### config.mk
export PLATFORM = sky130hd
export DESIGN_NAME = dlps_back
export DESIGN_NICKNAME = d
export VERILOG_FILES = /design/src/hdl/dlps_pkg.sv /design/src/hdl/dlps_back.sv
export SDC_FILE = /design/constraint.sdc
export NUM_CORES = 2
export LEC_CHECK = 0
export ABC_CLOCK_PERIOD_IN_PS = 9100
export BUFFER_PORTS_ARGS = -buffer_cell sky130_fd_sc_hd__clkbuf_2
export CELL_PAD_IN_SITES_DETAIL_PLACEMENT = 1
export CELL_PAD_IN_SITES_GLOBAL_PLACEMENT = 1
export CORE_MARGIN = 3
export CORE_UTILIZATION = 35
export DETAILED_ROUTE_END_ITERATION = 6
export GPL_TIMING_DRIVEN = 0
export PLACE_DENSITY_LB_ADDON = 0.1
export SLEW_MARGIN = 20
export SYNTH_ARGS = -nofsm -noshare
export SYNTH_HDL_FRONTEND = slang
export SYNTH_SLANG_ARGS = --single-unit
### constraint.sdc
create_clock -name clk_i -period 9.1 [get_ports clk_i]
set_input_delay 0.91 -clock clk_i [delete_from_list [all_inputs] [get_ports clk_i]]
set_output_delay 0.91 -clock clk_i [all_outputs]
set_load 0.05 [all_outputs]
### src/hdl/dlps_pkg.sv
// dlps_pkg: shared sizes and types for the delay line pitch shifter
`default_nettype none
package dlps_pkg;

  // the depth of the sample store must be a power of two
  localparam int BUFFER_DEPTH  = 4096;
  localparam int SAMPLE_BITS   = 24;
  localparam int FRACTION_BITS = 16;

  localparam int RATIO_W   = 19;
  localparam int ADDR_W    = $clog2(BUFFER_DEPTH);
  localparam int POS_W     = ADDR_W + FRACTION_BITS;
  localparam int PAIR_W    = 2 * SAMPLE_BITS;
  localparam int TDATA_W   = ((PAIR_W + 7) / 8) * 8;
  localparam int PROD_W    = SAMPLE_BITS + FRACTION_BITS + 2;

  localparam int FIFO_DEPTH = 4;
  localparam int FIFO_PTR_W = $clog2(FIFO_DEPTH);
  localparam int FIFO_CNT_W = $clog2(FIFO_DEPTH + 1);

  localparam logic [RATIO_W-1:0] RATIO_RESET = RATIO_W'(1) << FRACTION_BITS;
  localparam logic [POS_W-1:0]   POS_RESET   =
    {ADDR_W'(BUFFER_DEPTH / 2), {FRACTION_BITS{1'b0}}};

  typedef enum logic [1:0] {
    ST_CLEAR = 2'b01,
    ST_RUN   = 2'b10
  } front_st_e;

  // two neighboring entries per channel and the interpolation fraction
  typedef struct packed {
    logic signed [SAMPLE_BITS-1:0] left0;
    logic signed [SAMPLE_BITS-1:0] left1;
    logic signed [SAMPLE_BITS-1:0] right0;
    logic signed [SAMPLE_BITS-1:0] right1;
    logic [FRACTION_BITS-1:0]      frac;
  } interp_t;

  typedef struct packed {
    logic    valid;
    interp_t data;
  } push_t;

endpackage
`default_nettype wire

### src/hdl/dlps_back.sv
// dlps_back: linear interpolation of both channels and the output register
`default_nettype none
module dlps_back
  import dlps_pkg::*;
(
  input  wire logic              clk_i,
  input  wire logic              rst_ni,
  input  wire logic              job_valid_i,
  input  wire interp_t           job_i,
  output logic                   pop_o,
  output logic                   out_valid_o,
  input  wire logic              out_ready_i,
  output logic [PAIR_W-1:0]      out_pair_o
);

  localparam int QW    = PROD_W - FRACTION_BITS;
  localparam int SUM_W = QW + 1;

  logic                          o_load, m_load;
  logic                          m_valid_q;
  logic signed [PROD_W-1:0]      m_prod_l_q, m_prod_r_q;
  logic signed [SAMPLE_BITS-1:0] m_s0_l_q, m_s0_r_q;
  logic signed [SAMPLE_BITS:0]   diff_l, diff_r;
  logic signed [FRACTION_BITS:0] frac_s;
  logic                          o_valid_q;
  logic [SAMPLE_BITS-1:0]        o_left_q, o_right_q;
  logic [SAMPLE_BITS-1:0]        res_l, res_r;

  function automatic logic [SAMPLE_BITS-1:0] finish(
    input logic signed [PROD_W-1:0]      prod,
    input logic signed [SAMPLE_BITS-1:0] s0
  );
    logic signed [PROD_W-1:0]    rnd;
    logic signed [QW-1:0]        q;
    logic signed [SUM_W-1:0]     sum;
    logic [SUM_W-SAMPLE_BITS:0]  top;
    logic [SAMPLE_BITS-1:0]      res;
    // round half up, then floor by arithmetic shift
    rnd = prod + PROD_W'(1 << (FRACTION_BITS - 1));
    q   = rnd[PROD_W-1:FRACTION_BITS];
    sum = SUM_W'(q) + SUM_W'(s0);
    top = sum[SUM_W-1:SAMPLE_BITS-1];
    if ((&top) || !(|top)) begin
      res = sum[SAMPLE_BITS-1:0];
    end else if (sum[SUM_W-1]) begin
      res = {1'b1, {(SAMPLE_BITS - 1){1'b0}}};
    end else begin
      res = {1'b0, {(SAMPLE_BITS - 1){1'b1}}};
    end
    return res;
  endfunction

  assign o_load = !o_valid_q || out_ready_i;
  assign m_load = !m_valid_q || o_load;
  assign pop_o  = job_valid_i && m_load;

  assign diff_l = (SAMPLE_BITS + 1)'(job_i.left1) - (SAMPLE_BITS + 1)'(job_i.left0);
  assign diff_r = (SAMPLE_BITS + 1)'(job_i.right1) - (SAMPLE_BITS + 1)'(job_i.right0);
  assign frac_s = {1'b0, job_i.frac};

  always_ff @(posedge clk_i or negedge rst_ni) begin
    if (!rst_ni) begin
      m_valid_q <= 1'b0;
      o_valid_q <= 1'b0;
    end else begin
      if (m_load) begin
        m_valid_q <= pop_o;
      end
      if (o_load) begin
        o_valid_q <= m_valid_q;
      end
    end
  end

  always_ff @(posedge clk_i) begin
    if (pop_o) begin
      m_prod_l_q <= PROD_W'(diff_l) * PROD_W'(frac_s);
      m_prod_r_q <= PROD_W'(diff_r) * PROD_W'(frac_s);
      m_s0_l_q   <= job_i.left0;
      m_s0_r_q   <= job_i.right0;
    end
    if (o_load && m_valid_q) begin
      o_left_q  <= res_l;
      o_right_q <= res_r;
    end
  end

  assign res_l = finish(m_prod_l_q, m_s0_l_q);
  assign res_r = finish(m_prod_r_q, m_s0_r_q);

  assign out_valid_o = o_valid_q;
  assign out_pair_o  = {o_right_q, o_left_q};

endmodule
`default_nettype wire

==> impl_summary.log <==
INFO  metric vias_in_the_first_global_route = around 32000
INFO  metric detail_route.drc_violations = 0
INFO  metric synth_simple_gate_area_share = 14.83%
INFO  metric timing.critical_path.fanout_max = 6
INFO  metric synth-edff-count = 150
INFO  metric mappedNetlistArea = about 38000 sq um
INFO  metric io-pin-count = 166
INFO  metric detail_route.iter0.violations = 1291
INFO  metric synth_top_family_by_area = adder cells
INFO  metric max-cap-violations = 0
INFO  metric synth_flop_cell = edfxtp_1
INFO  metric slowest_delay = 530 ps
INFO  metric post-dp-hpwl = 107100 um
INFO  metric timing.clock.skew = 14.08 ps
INFO  metric tritoncts.num_buffers = 17
INFO  metric ff_latch_count_synth = 152
INFO  metric grt_first_pass_wirelength = between 150000 and 200000 um
INFO  metric synth_cell_type_count = 68
INFO  metric clock_path_buffers = 2
INFO  metric critical_path.slowest_cell = fa_1
INFO  metric fin_setup_tns = 0 ps
INFO  metric report.final.setup_viol = 0
INFO  metric critPathKind = in2reg
INFO  metric core_region_area = 108000 sq um
INFO  metric synthesis.area_per_instance = 9.307 sq um
INFO  metric slew-limit-headroom = 19.94%
INFO  metric clkTransAtPathRegs = 70 ps
INFO  metric synth_compound_area_share = 7.219%
INFO  metric tritoncts_num_sinks = 152
INFO  metric hold_path_class = in2async
INFO  metric grt_max_degree = 49
INFO  metric num_rows = between 100 and 150
INFO  metric finalCritPeriodShare = 97.62%
INFO  metric avg_wl_per_cell = 22.07 um
INFO  metric root_buffer = clkbuf_16
INFO  metric post_synth_mux_area_share = 0%
INFO  metric max_clock_freq = approximately 110 MHz
INFO  metric synthXorXnorAreaFrac = roughly 4.4%
INFO  metric layout.nets = between 5000 and 6000
INFO  metric initial_utilization = about 36%
INFO  metric route.vias.total = 28510
INFO  metric timing.final.max_slew_violations = 0
INFO  metric final_wirelength = 127800 um
INFO  metric syn2layout_area_growth = 13.58%
INFO  metric dieWidth = 337.2 um
INFO  metric floorplan.die_area = 113700 sq um
INFO  metric insertion_delay_of_the_later_clocked_pin_in_the_worst_skew_pair = between 400 and 500 ps
INFO  metric postSynthNetCount = about 5300
INFO  metric synth-adder-area-share = 50.69%
INFO  metric async_reset_ff_share = approximately 1.3%
INFO  metric max_slew.worst_pin.slew = 1201 ps
INFO  metric finalHoldViolCount = 0
INFO  metric groute.usage.overall = 23.22%
INFO  metric clock_tree_from_tritoncts = done
INFO  metric avgViaCountPerCell = 4.923
INFO  metric drt_first_pass_iters = 5
INFO  metric cp-end-kind = register
INFO  metric cts_h_tree_lvls = 4
INFO  metric routabilityCongestion = 0.8657
INFO  metric required = 9330 ps
INFO  metric run_status = finished clean
INFO  metric die_h = ~340 um
INFO  metric globalRouteOverflowTotal = 0
INFO  metric ys_seq_area_share = 11.86%
INFO  metric nFillCells = 12410
INFO  metric worst_setup_sp_type = input port
INFO  metric unrepaired_setup_endpoints_after_global_routing = yes
INFO  metric hold_buffers_post_cts = 0
INFO  metric worstPathArrival = 9110 ps
INFO  metric yosysWarningCount = 0
INFO  metric drtAntennaViolNets = 0
INFO  metric hold_ws = 201.2 ps
INFO  metric multiInputGateArea = 30830 sq um
INFO  metric fin_crit = a little under 9000 ps
INFO  metric synth_cells = ~4100
INFO  metric port_bufs = 158
INFO  metric grt_antenna_before_repair = 17
INFO  metric post_route_cells_drive_above_1_share = 10.62%
INFO  metric final-seq-area = 4554 sq um
==> cells in the mapped netlist, types with 61 or more instances <==
library cell / n / share of area (%)
xnor2_1: 135 / 3.1
inv_1: 972 / 9.5
ha_1: 304 / 9.9
a21oi_1: 103 / 1.3
and2_1: 294 / 4.8
nand2_1: 535 / 5.2
edfxtp_1: 150 / 12
clkbuf_1: 129 / 1.3
a21o_1: 96 / 1.9
fa_1: 782 / 41
nor2_1: 93 / 0.91
nor2b_1: 61 / 0.99
==> layout make-up <==
type	count	share of cell area, %
multi-input combinational	2853	70.70
sequential	152	10.45
inverter	972	8.399
tap	1403	4.026
timing repair buffer	224	3.283
buffer	145	1.722
clock buffer	18	0.9843
clock inverter	14	0.3903
antenna	9	0.05165
==> stage by stage <==
step | util (%) | instances | setup slack, ps | area (sq um)
2_1_floorplan | - | 4125 | 169.6 | 38390
3_3_place_gp | 37.92 | 5686 | -2739 | 40940
3_5_place_dp | 38.13 | 5692 | -2006 | 41160
4_1_cts | 39.68 | 5757 | -2.838 | 42830
5_1_grt | 40.37 | 5781 | -62.19 | 43580
6_report | 40.39 | 5790 | 216.9 | 43600
==> layer usage <==
layer  part of all wire (%)  wire (um)  vias up  track usage [%]
met2                     49      63130      483            40.42
li1                       -          -    12960                -
met4                    2.8       3536        4            6.278
met5                  0.021         27        -                0
met1                     44      56470    14930            30.84
met3                    3.6       4638      122            2.322
==> flip-flops by register name (all words and copies together) (netlist names) <==
name,count
m_prod_r_q,27
m_prod_l_q,27
o_left_q,24
m_valid_q,1
o_right_q,24
out_valid_o,1
m_s0_l_q,24
m_s0_r_q,24
==> worst paths after layout <==
| kind | start | endpoint | slack, ps | cells after the start |
|---|---|---|---|---|
| setup / recovery | job_i[49] | m_prod_r_q[40] | 220 | 35 |
| hold / removal | rst_ni | m_valid_q | 200 | 1 |
| setup reg to reg | m_prod_l_q[17] | o_left_q[20] | 4030 | 20 |
| hold reg to reg | out_valid_o | out_valid_o | 540 | 2 |
| max in group asynchronous | rst_ni | out_valid_o | 8790 | 1 |
| min in group clk_i | out_valid_o | out_valid_o | 540 | 2 |
==> critical path, delay by kind of cell <==
kind / cells / cell delay, ps
xor+xnor: 1 / 80
simple gates: 3 / 560
fa+ha+maj: 8 / 3440
compound gates: 14 / 3230
buf+inv: 9 / 850
==> placed cells by master, fill, tap and decap left out, types with 14 or more instances in the layout <==
| master | synthesis | final |
|---|---|---|
| a211oi_1 | 22 | 17 |
| a21o_1 | 96 | 95 |
| a21oi_1 | 103 | 80 |
| a21oi_2 | 2 | 18 |
| and2_1 | 294 | 291 |
| and3_1 | 32 | 31 |
| buf_4 | 2 | 62 |
| clkbuf_1 | 129 | 96 |
| clkbuf_16 | 0 | 17 |
| clkbuf_2 | 0 | 169 |
| edfxtp_1 | 150 | 150 |
| fa_1 | 782 | 775 |
| ha_1 | 304 | 287 |
| ha_4 | 0 | 14 |
| inv_1 | 972 | 966 |
| nand2_1 | 535 | 535 |
| nand2b_1 | 43 | 42 |
| nand3_1 | 44 | 42 |
| nand4_1 | 16 | 16 |
| nor2_1 | 93 | 88 |
| nor2b_1 | 61 | 59 |
| nor3_1 | 25 | 23 |
| o21a_1 | 21 | 21 |
| o21ai_0 | 51 | 41 |
| xnor2_1 | 135 | 111 |
| xor2_1 | 57 | 44 |
==> cell families after synthesis <==
kind of cell    Yosys count
compound gates          405
xor+xnor                192
fa+ha+maj              1086
buf+inv                1120
flops                   152
simple gates           1170
==> timing repair <==
item,CTS,global route
buffers inserted,33,27
gates resized for setup,166,126
setup endpoints to repair,48,25
pin swaps,33,53
cloned,0,0
Power is not shown: default switching activity piles up to over one toggle a cycle in this logic, so the estimate is an artifact.
