<file path="src/hdl/dlps_pkg.sv">
// dlps_pkg: shared sizes and types for the delay line pitch shifter
`default_nettype none
package dlps_pkg;

  // the depth of the sample store must be a power of two
  localparam int BUFFER_DEPTH  = 4096;
  localparam int SAMPLE_BITS   = 24;
  localparam int FRACTION_BITS = 16;

  localparam int RATIO_W   = 19;
  localparam int ADDR_W    = $clog2(BUFFER_DEPTH);
  localparam int POS_W     = ADDR_W + FRACTION_BITS;
  localparam int PAIR_W    = 2 * SAMPLE_BITS;
  localparam int TDATA_W   = ((PAIR_W + 7) / 8) * 8;
  localparam int PROD_W    = SAMPLE_BITS + FRACTION_BITS + 2;

  localparam int FIFO_DEPTH = 4;
  localparam int FIFO_PTR_W = $clog2(FIFO_DEPTH);
  localparam int FIFO_CNT_W = $clog2(FIFO_DEPTH + 1);

  localparam logic [RATIO_W-1:0] RATIO_RESET = RATIO_W'(1) << FRACTION_BITS;
  localparam logic [POS_W-1:0]   POS_RESET   =
    {ADDR_W'(BUFFER_DEPTH / 2), {FRACTION_BITS{1'b0}}};

  typedef enum logic [1:0] {
    ST_CLEAR = 2'b01,
    ST_RUN   = 2'b10
  } front_st_e;

  // two neighboring entries per channel and the interpolation fraction
  typedef struct packed {
    logic signed [SAMPLE_BITS-1:0] left0;
    logic signed [SAMPLE_BITS-1:0] left1;
    logic signed [SAMPLE_BITS-1:0] right0;
    logic signed [SAMPLE_BITS-1:0] right1;
    logic [FRACTION_BITS-1:0]      frac;
  } interp_t;

  typedef struct packed {
    logic    valid;
    interp_t data;
  } push_t;

endpackage
`default_nettype wire

</file>
<file path="src/hdl/dlps_fifo.sv">
// dlps_fifo: short queue of interpolation jobs between front and back
`default_nettype none
module dlps_fifo
  import dlps_pkg::*;
(
  input  wire logic                  clk_i,
  input  wire logic                  rst_ni,
  input  wire push_t                 push_i,
  input  wire logic                  pop_i,
  output logic                       valid_o,
  output interp_t                    data_o,
  output logic [FIFO_CNT_W-1:0]      count_o
);

  interp_t                 mem_q [FIFO_DEPTH];
  logic [FIFO_PTR_W-1:0]   wr_q, rd_q;
  logic [FIFO_CNT_W-1:0]   cnt_q;
  logic                    do_pop;

  assign valid_o = (cnt_q != '0);
  assign data_o  = mem_q[rd_q];
  assign count_o = cnt_q;
  assign do_pop  = pop_i && valid_o;

  // the front only pushes when it holds a free slot
  always_ff @(posedge clk_i or negedge rst_ni) begin
    if (!rst_ni) begin
      wr_q  <= '0;
      rd_q  <= '0;
      cnt_q <= '0;
    end else begin
      if (push_i.valid) begin
        wr_q <= wr_q + FIFO_PTR_W'(1);
      end
      if (do_pop) begin
        rd_q <= rd_q + FIFO_PTR_W'(1);
      end
      cnt_q <= cnt_q + FIFO_CNT_W'(push_i.valid) - FIFO_CNT_W'(do_pop);
    end
  end

  always_ff @(posedge clk_i) begin
    if (push_i.valid) begin
      mem_q[wr_q] <= push_i.data;
    end
  end

endmodule
`default_nettype wire

</file>
<file path="config.mk">
export PLATFORM = sky130hd
export DESIGN_NAME = dlps_fifo
export DESIGN_NICKNAME = d
export VERILOG_FILES = /design/src/hdl/dlps_pkg.sv /design/src/hdl/dlps_fifo.sv
export SDC_FILE = /design/constraint.sdc
export NUM_CORES = 1
export LEC_CHECK = 0
export ABC_AREA = 1
export BUFFER_PORTS_ARGS = -buffer_cell sky130_fd_sc_hd__buf_4
export CORE_MARGIN = 5
export CORE_UTILIZATION = 30
export CTS_CLUSTER_SIZE = 8
export DETAILED_ROUTE_END_ITERATION = 7
export HOLD_SLACK_MARGIN = 0.15
export SETUP_SLACK_MARGIN = 0.4
export SLEW_MARGIN = 20
export SYNTH_ARGS = -nofsm -noshare
export SYNTH_HDL_FRONTEND = slang
export SYNTH_SLANG_ARGS = --single-unit
</file>
<file path="constraint.sdc">
create_clock -name clk_i -period 3.6 [get_ports clk_i]
set_input_delay 0.54 -clock clk_i [delete_from_list [all_inputs] [get_ports clk_i]]
set_output_delay 0.54 -clock clk_i [all_outputs]
set_load 0.02 [all_outputs]
</file>
==> qor.yml, run 1 <==
power:
  power_density_nw_per_um2: 854.2
  clkPwrFrac_pct: 27.4
  seqPwrFrac_pct: 35.8
  p_comb_share_pct: 36.8
  p_int_w: 0.01279
  p_sw_w: 0.007224
  swShare_pct: 36.10
  power.leakage_nw: 9.218
  max-vdd-ir-drop_mv: 0.4758
placement:
  portBuffers: 231
  dp_hpwl_um: 23180
  dpl_cell_area_um2: 20460
  gp_congestion: 0.7305
clock_tree:
  htreeDepth: 3
  cts_buffers: 67
  cts_tree: "built"
  cts_buffer_depth: 3
  clkLatencyLatePin_ps: 570
  clk_pin_slew_ps: 50
  root_buffer: "clkbuf_16"
  cts.repair.resized: 0
  clock-sinks: 455
sta:
  fin_crit_ps: 2911
  tightestPinTransition_ps: 1094
  skew_ps: 21.98
  setup_tns_ps: 0
  timing.final.hold_violations: 0
  clock.fmax_ghz: 0.3435
  timing.final.crit_share_pct: 80.87
  setup_viol: 0
  slew_headroom_pct: 27.06
  rsz0062_at_grt: "false"
  final_max_slew_viol_count: 0
floorplanning:
  initial_core_util_pct: 30.39
  rows: 89
  dieArea_um2: 65010
  die_w_um: 255.0
  io_pins: 232
  die_y_um: 255.0
  coreArea_um2: 59240
synth:
  synthCells: 1470
  seq_area_frac_synth_pct: 75.69
  synth_fp_nets: 1593
  syn_area_um2: 18000
  synth_cell_types: 19
  synth-seq-cells: 455
  syn_area_per_cell_um2: 12.25
  synth.yosys.warnings: 0
drt:
  dr.pass1.iters: 4
  postRouteAntennaNets: 0
  viasPerCell: 4.359
  drc: 0
  postRouteWirelength_um: 41320
  wire_per_inst_um: 15.78
  drtIter0Drc: 670
  dr_total_vias: 11420
grt:
  grt_use_total_pct: 12.41
  antenna_found_initial: 4
  grt_max_degree: 249
  grt.met1_usage_pct: 15.82
  grt.overflow.total: 0
  busiest_layer: "met2"
  grt_pass1_vias: 11490
  gr-usage-met2_pct: 20.78
  grt_pass1_wl_um: 63220
  met3_usage_pct: 2.967
critical_path:
  cp-start-kind: "flip-flop"
  critPathMaxFanout: 82
  worst_setup_path_end_kind: "output pin"
  cp.arrival_ps: 2370
  worstSetupPathType: "flip-flop to output pin"
  required_ps: 3060
layout:
  stdcell_area_um2: 23430
  drive_gt1_share_pct: 18.08
  fillers: 5536
  nets: 1948
  final_util_pct: 39.55
  syn_to_final_growth_pct: 30.12
worst_hold_path:
  min_path_type: "input port to flip-flop"
flow_run:
  drv_cap: 0
run_status:
  status: "finished clean"
per-layer routing:
| layer | share of wire, % | up-vias |
|---|---|---|
| met5 | 0.031 | - |
| met4 | 2.7 | 2 |
| met3 | 5.2 | 76 |
| met2 | 49 | 255 |
| met1 | 43 | 5440 |
| li1 | - | 5644 |
kinds of logic (layout without fill, tap and decap cells):
| group | after synthesis | after routing | share of synthesized area (%) |
|---|---|---|---|
| simple gates | 579 | 579 | 12.08 |
| other cells | 0 | 4 | 0 |
| compound gates | 225 | 225 | 6.254 |
| fa+ha+maj | 7 | 7 | 0.5281 |
| xor+xnor | 3 | 3 | 0.1460 |
| flops | 455 | 455 | 75.69 |
| buf+inv | 201 | 573 | 5.295 |
Yosys cell counts:
cell type	instances	area, um^2
edfxtp_1	448	13450
nand2_1	352	1321
nor2_1	225	844.6
o21ai_0	154	770.7
inv_1	125	469.2
o21ai_1	71	355.3
clkbuf_1	28	105.1
buf_6	23	259.0
buf_1	14	52.55
dfrtp_1	7	175.2
buf_2	6	30.03
ha_1	6	75.07
buf_4	2	15.01
inv_2	2	7.510
nand3_1	2	10.01
xor2_1	2	17.52
buf_8	1	15.01
fa_1	1	20.02
xnor2_1	1	8.760
critical path, cell delays in order (launching register included):
cell and delay, ps:
dfrtp_1 390, clkinv_4 390, buf_12 410, nor2_1 160, o21ai_1 70, nand2_1 100, buf_4 150
flip-flops by register name, indices dropped and copies added (netlist names):
signal / cells
mem_q: 448
rd_q: 2
count_o: 3
wr_q: 2
power groups by stage:
stage	registers [W]	clock network [W]	logic (W)
after CTS	0.00718	0.00566	0.00748
after global placement	0.00724	0	0.00727
after global routing	0.00724	0.00586	0.00819
after detailed placement	0.00727	0	0.00735
after floorplan	0.00729	0	0.00458
final	0.00717	0.00548	0.00737
worst paths after layout:
path | start | end | slack (ps) | depth (start not counted)
worst max-delay path | rd_q[1] | data_o[24] | 690 | 6
worst min register to register | wr_q[0] | wr_q[0] | 540 | 1
max in group asynchronous | rst_ni | rd_q[0] | 3120 | 2
worst max register to register | wr_q[1] | mem_q[1][49] | 1300 | 5
worst min-delay path | push_i[34] | mem_q[3][34] | 210 | 1
min in group asynchronous | rst_ni | wr_q[1] | 330 | 2
what timing repair did:
item | CTS | global route
setup endpoints to repair | 0 | 37
endpoints found under the hold margin | 440 | 0
hold buffers | 110 | 0
buffers inserted | 0 | 0
layout by cell type (no fill, tap or decap), types with 2 or more instances in the layout:
cell type | synthesis | routed
buf_4 | 2 | 242
nand3_1 | 2 | 2
clkbuf_1 | 28 | 10
clkinvlp_4 | 0 | 4
nor2_1 | 225 | 225
diode_2 | 0 | 4
inv_6 | 0 | 4
o21ai_0 | 154 | 154
inv_1 | 125 | 121
xor2_1 | 2 | 2
clkbuf_16 | 0 | 68
ha_1 | 6 | 6
o21ai_1 | 71 | 71
dfrtp_1 | 7 | 6
dlygate4sd3_1 | 0 | 110
nand2_1 | 352 | 352
edfxtp_1 | 448 | 448
buf_12 | 0 | 6
clkinv_8 | 0 | 2
clkinv_2 | 0 | 2
stage by stage:
stage / hold slack (ps) / worst slack (ps) / total power [W] / instances
final: 206.5 / 688.5 / 0.02001 / 2619
after global routing: 160.4 / 437.8 / 0.02130 / 2616
after CTS: 154.8 / 491.9 / 0.02032 / 2613
after detailed placement: 365.5 / 1119 / 0.01463 / 2417
after global placement: 365.0 / 1160 / 0.01451 / 2417
after floorplan: 244.4 / 756.1 / 0.01186 / 1470
cell type report:
type	count	area (um^2)	area share, %
clock inverter	8	77.57	0.3311
timing repair buffer	360	3090	13.19
antenna	4	10.01	0.04273
multi-input combinational	814	3423	14.61
clock buffer	78	1728	7.376
inverter	127	499.2	2.131
sequential	455	13630	58.19
tap	773	967.2	4.128
No activity file was read; power rests on OpenSTA's default activity.
==> inputs of run 2 (changes only) <==
--- a/config.mk
+++ b/config.mk
@@ -5,7 +5,7 @@
 export SDC_FILE = /design/constraint.sdc
 export NUM_CORES = 1
 export LEC_CHECK = 0
-export ABC_AREA = 1
+export ABC_AREA = 0
 export BUFFER_PORTS_ARGS = -buffer_cell sky130_fd_sc_hd__buf_4
 export CORE_MARGIN = 5
 export CORE_UTILIZATION = 30
==> constraint.sdc (replaced) <==
create_clock -name clk_i -period 2.4 [get_ports clk_i]
set_input_delay 0.36 -clock clk_i [delete_from_list [all_inputs] [get_ports clk_i]]
set_output_delay 0.36 -clock clk_i [all_outputs]
set_load 0.02 [all_outputs]
==> qor.yml, run 2 <==
power:
  p_sw_w: 0.008814  # +22%
  swShare_pct: 29.87  # -6.2 points
  power_density_nw_per_um2: 1288  # +51%
  max-vdd-ir-drop_mv: 0.7464  # +57%
  p_int_w: 0.02070  # +62%
  clkPwrFrac_pct: 27.4  # about the same
  seqPwrFrac_pct: 36.5  # +0.7 points
  power.leakage_nw: 7.947  # -14%
  p_comb_share_pct: 36.1  # -0.7 points
sta:
  timing.final.crit_share_pct: 102.6
  setup_ws_ps: -62.41  # -750.9 ps
  clock.fmax_ghz: 0.4061
  setup_viol: 64  # +64
  tightestPinTransition_ps: 570.1  # -524.0 ps
  setup_tns_ps: -1271  # -1271 ps
  fin_crit_ps: 2462
  skew_ps: 10.35  # -11.62 ps
  timing.final.hold_violations: 0  # unchanged
  final_max_slew_viol_count: 0  # unchanged
  slew_headroom_pct: 61.99  # +35 points
  rsz0062_at_grt: "true"
drt:
  viasPerCell: 4.537  # +4.1%
  dr_total_vias: 8062  # -29%
  dr.pass1.iters: 4  # unchanged
  wl_met1_um: 15450  # -14%
  drtIter0Drc: 399  # -40%
  postRouteAntennaNets: 0  # unchanged
  routed.top_layer: "met5"
  wl_met3_um: 2728  # +26%
  met2WireLength_um: 17730  # -12%
  drc: 0  # unchanged
  postRouteWirelength_um: 36540  # -12%
  wire_per_inst_um: 20.56  # +30%
synth:
  seq_area_frac_synth_pct: 82.36  # +6.7 points
  synth_top_area_share_pct: 81.30  # +6.6 points
  syn_area_um2: 16550  # -8.1%
  synth_top_family_by_area: "multiplexers"
  synth.yosys.warnings: 0  # unchanged
  synth_edf_count: 448  # unchanged
  yosysMostFrequentCell: "edfxtp_1"
  synth_common_cells: "edfxtp_1 (448), mux4_2 (112), buf_2 (13)"
  synth-seq-cells: 455  # unchanged
  yosys.area_share.simple_pct: 0.2117  # -12 points
  synth_fp_nets: 743  # -53%
  synth_top_cell_by_area: "edfxtp_1"
  synth_area_leaders: "edfxtp_1 (81%), mux4_2 (15%), dfrtp_1 (1.1%)"
  synthCells: 620  # -58%
  synth-compound-area-share_pct: 0.1361  # -6.1 points
  async_flop_share_pct: 1.538  # unchanged
  synthAdderAreaFrac_pct: 0.5747  # +0.047 points
  synth_cell_types: 19  # unchanged
  yosys.area_share.xor_xnor_pct: 0.2647  # +0.12 points
  syn_area_per_cell_um2: 26.69  # +120%
  muxShareOfSynthArea_pct: 15.24  # +15 points
  synth-main-ff-cell: "edfxtp_1"
grt:
  grt_max_degree: 64  # -74%
  antenna_found_initial: 5  # +1
  grt_pass1_vias: 9044  # -21%
  grt_use_total_pct: 12.04  # -0.36 points
  grt.overflow.total: 0  # unchanged
  grt_pass1_wl_um: 54590  # -14%
layout:
  largest_reg_flops: 448  # unchanged
  stdcell_count: 1777  # -32%
  final_cell_mix: "edfxtp_1 (448), buf_4 (210), dlygate4sd3_1 (116)"
  final_util_pct: 41.75  # +2.2 points
  stdcell_area_um2: 22910  # -2.2%
  nets: 1184  # -39%
  fillers: 4759  # -14%
  drive_gt1_share_pct: 44.77  # +27 points
  syn_to_final_growth_pct: 38.46
  final_common_cell: "edfxtp_1"
  top_register: "mem_q"
floorplanning:
  initial_core_util_pct: 30.15  # -0.24 points
  rows: 86  # -3.4%
  die_y_um: 244.9  # -4.0%
  io_pins: 232  # unchanged
  coreArea_um2: 54880  # -7.4%
  die_w_um: 244.9  # -4.0%
  dieArea_um2: 59950  # -7.8%
flow_run:
  drv_cap: 0  # unchanged
clock_tree:
  htreeDepth: 3  # unchanged
  root_buffer: "clkbuf_16"
  clk_pin_slew_ps: 50  # about the same
  cts_tree: "built"
  cts_buffers: 67  # unchanged
  cts_buffer_depth: 3  # unchanged
  clock-sinks: 455  # unchanged
  clkLatencyLatePin_ps: 550  # -20 ps
critical_path:
  cp.arrival_ps: 2100  # -270 ps
  slowest_stage: "mux4_2"
  worst_setup_path_end_kind: "output pin"
  required_ps: 2040  # -1020 ps
  cp-start-kind: "flip-flop"
  critPathMaxStageDelay_ps: 550  # +140 ps
  critPathMaxFanout: 12  # -85%
  cp_cell_sequence: "buf_12, buf_12, mux4_2, buf_6"
  critical_path.most_common_cell: "buf_12"
  worstSetupPathType: "flip-flop to output pin"
placement:
  dpl_cell_area_um2: 19400  # -5.2%
  placed_cells: 1553  # -36%
  dp_hpwl_um: 20770  # -10%
  portBuffers: 231  # unchanged
  gp_congestion: 0.6775  # -7.3%
run_status:
  status: "complete, but fails checks"
  violations: "setup timing"
worst_hold_path:
  min_path_type: "flip-flop to flip-flop"
[run 2: cell count changes after synthesis, moves of 15 or more]
cell | previous run | this run
nand2_1 | 352 | 1
nor2_1 | 225 | 0
o21ai_0 | 154 | 1
inv_1 | 125 | 6
mux4_2 | 0 | 112
o21ai_1 | 71 | 0
clkbuf_1 | 28 | 3
buf_6 | 23 | 8
[run 2: worst paths after layout]
kind,startpoint,to,slack (ps),cells past startpoint
max,rd_q[0],data_o[18],-60,4
min,wr_q[0],wr_q[0],530,1
max reg2reg,count_o[1],count_o[2],460,7
min reg2reg,wr_q[0],wr_q[0],530,1
max in group asynchronous,rst_ni,rd_q[1],1270,3
min in group asynchronous,rst_ni,count_o[0],810,3
[run 2: per-stage QoR]
stage	worst slack [ps]	power (W)	hold WS, ps
detailed placement	392.7	0.02041	185.6
CTS	-145.8	0.02985	486.3
floorplan	401.3	0.01643	64.41
finish	-62.41	0.02951	532.3
global placement	401.2	0.02031	181.7
global route	-157.7	0.03095	510.4
[run 2: worst max-delay path: cells and delay by family, from the launching register on]
family / cells / cell delay (ps)
muxes: 1 / 550
DFF: 1 / 470
buffers and inverters: 3 / 510
[run 2: area by class of cell]
type / instances / area [um^2] / area share (%)
Inverter: 6 / 22.52 / 0.09830
Sequential cell: 455 / 13640 / 59.53
Multi-Input combinational cell: 133 / 2741 / 11.97
Antenna cell: 3 / 7.507 / 0.03277
Clock inverter: 4 / 31.28 / 0.1365
Clock buffer: 74 / 1745 / 7.618
Tap cell: 704 / 880.8 / 3.845
Timing Repair Buffer: 398 / 3842 / 16.77
[run 2: per-layer routing]
metal / up-vias / global-route usage (%)
li1: 3554 / -
met1: 4235 / 15.03
met2: 222 / 19.53
met3: 47 / 4.475
met4: 4 / 4.059
met5: - / 0
[run 2: repair_timing]
| action | 4_1_cts | 5_1_grt |
|---|---|---|
| resized for setup | 53 | 4 |
| hold buffers | 116 | 0 |
| gates cloned | 5 | 2 |
| buffers inserted | 12 | 8 |
| pin swaps | 1 | 2 |
| hold endpoints to repair | 459 | 0 |
| setup endpoints to repair | 113 | 113 |
[run 2: kinds of logic after synthesis]
family | Yosys count
fa+ha+maj | 7
simple gates | 6
mux | 112
buf+inv | 32
xor+xnor | 5
compound gates | 3
flops | 455
[run 2: power groups by stage]
| stage | sequential (W) | clock (W) | combinational (W) |
|---|---|---|---|
| 5_1_grt | 0.0109 | 0.00871 | 0.0113 |
| 3_5_place_dp | 0.0110 | 0 | 0.00943 |
| 6_report | 0.0108 | 0.00808 | 0.0107 |
| 3_3_place_gp | 0.0109 | 0 | 0.00941 |
| 2_1_floorplan | 0.0108 | 0 | 0.00562 |
| 4_1_cts | 0.0108 | 0.00836 | 0.0107 |
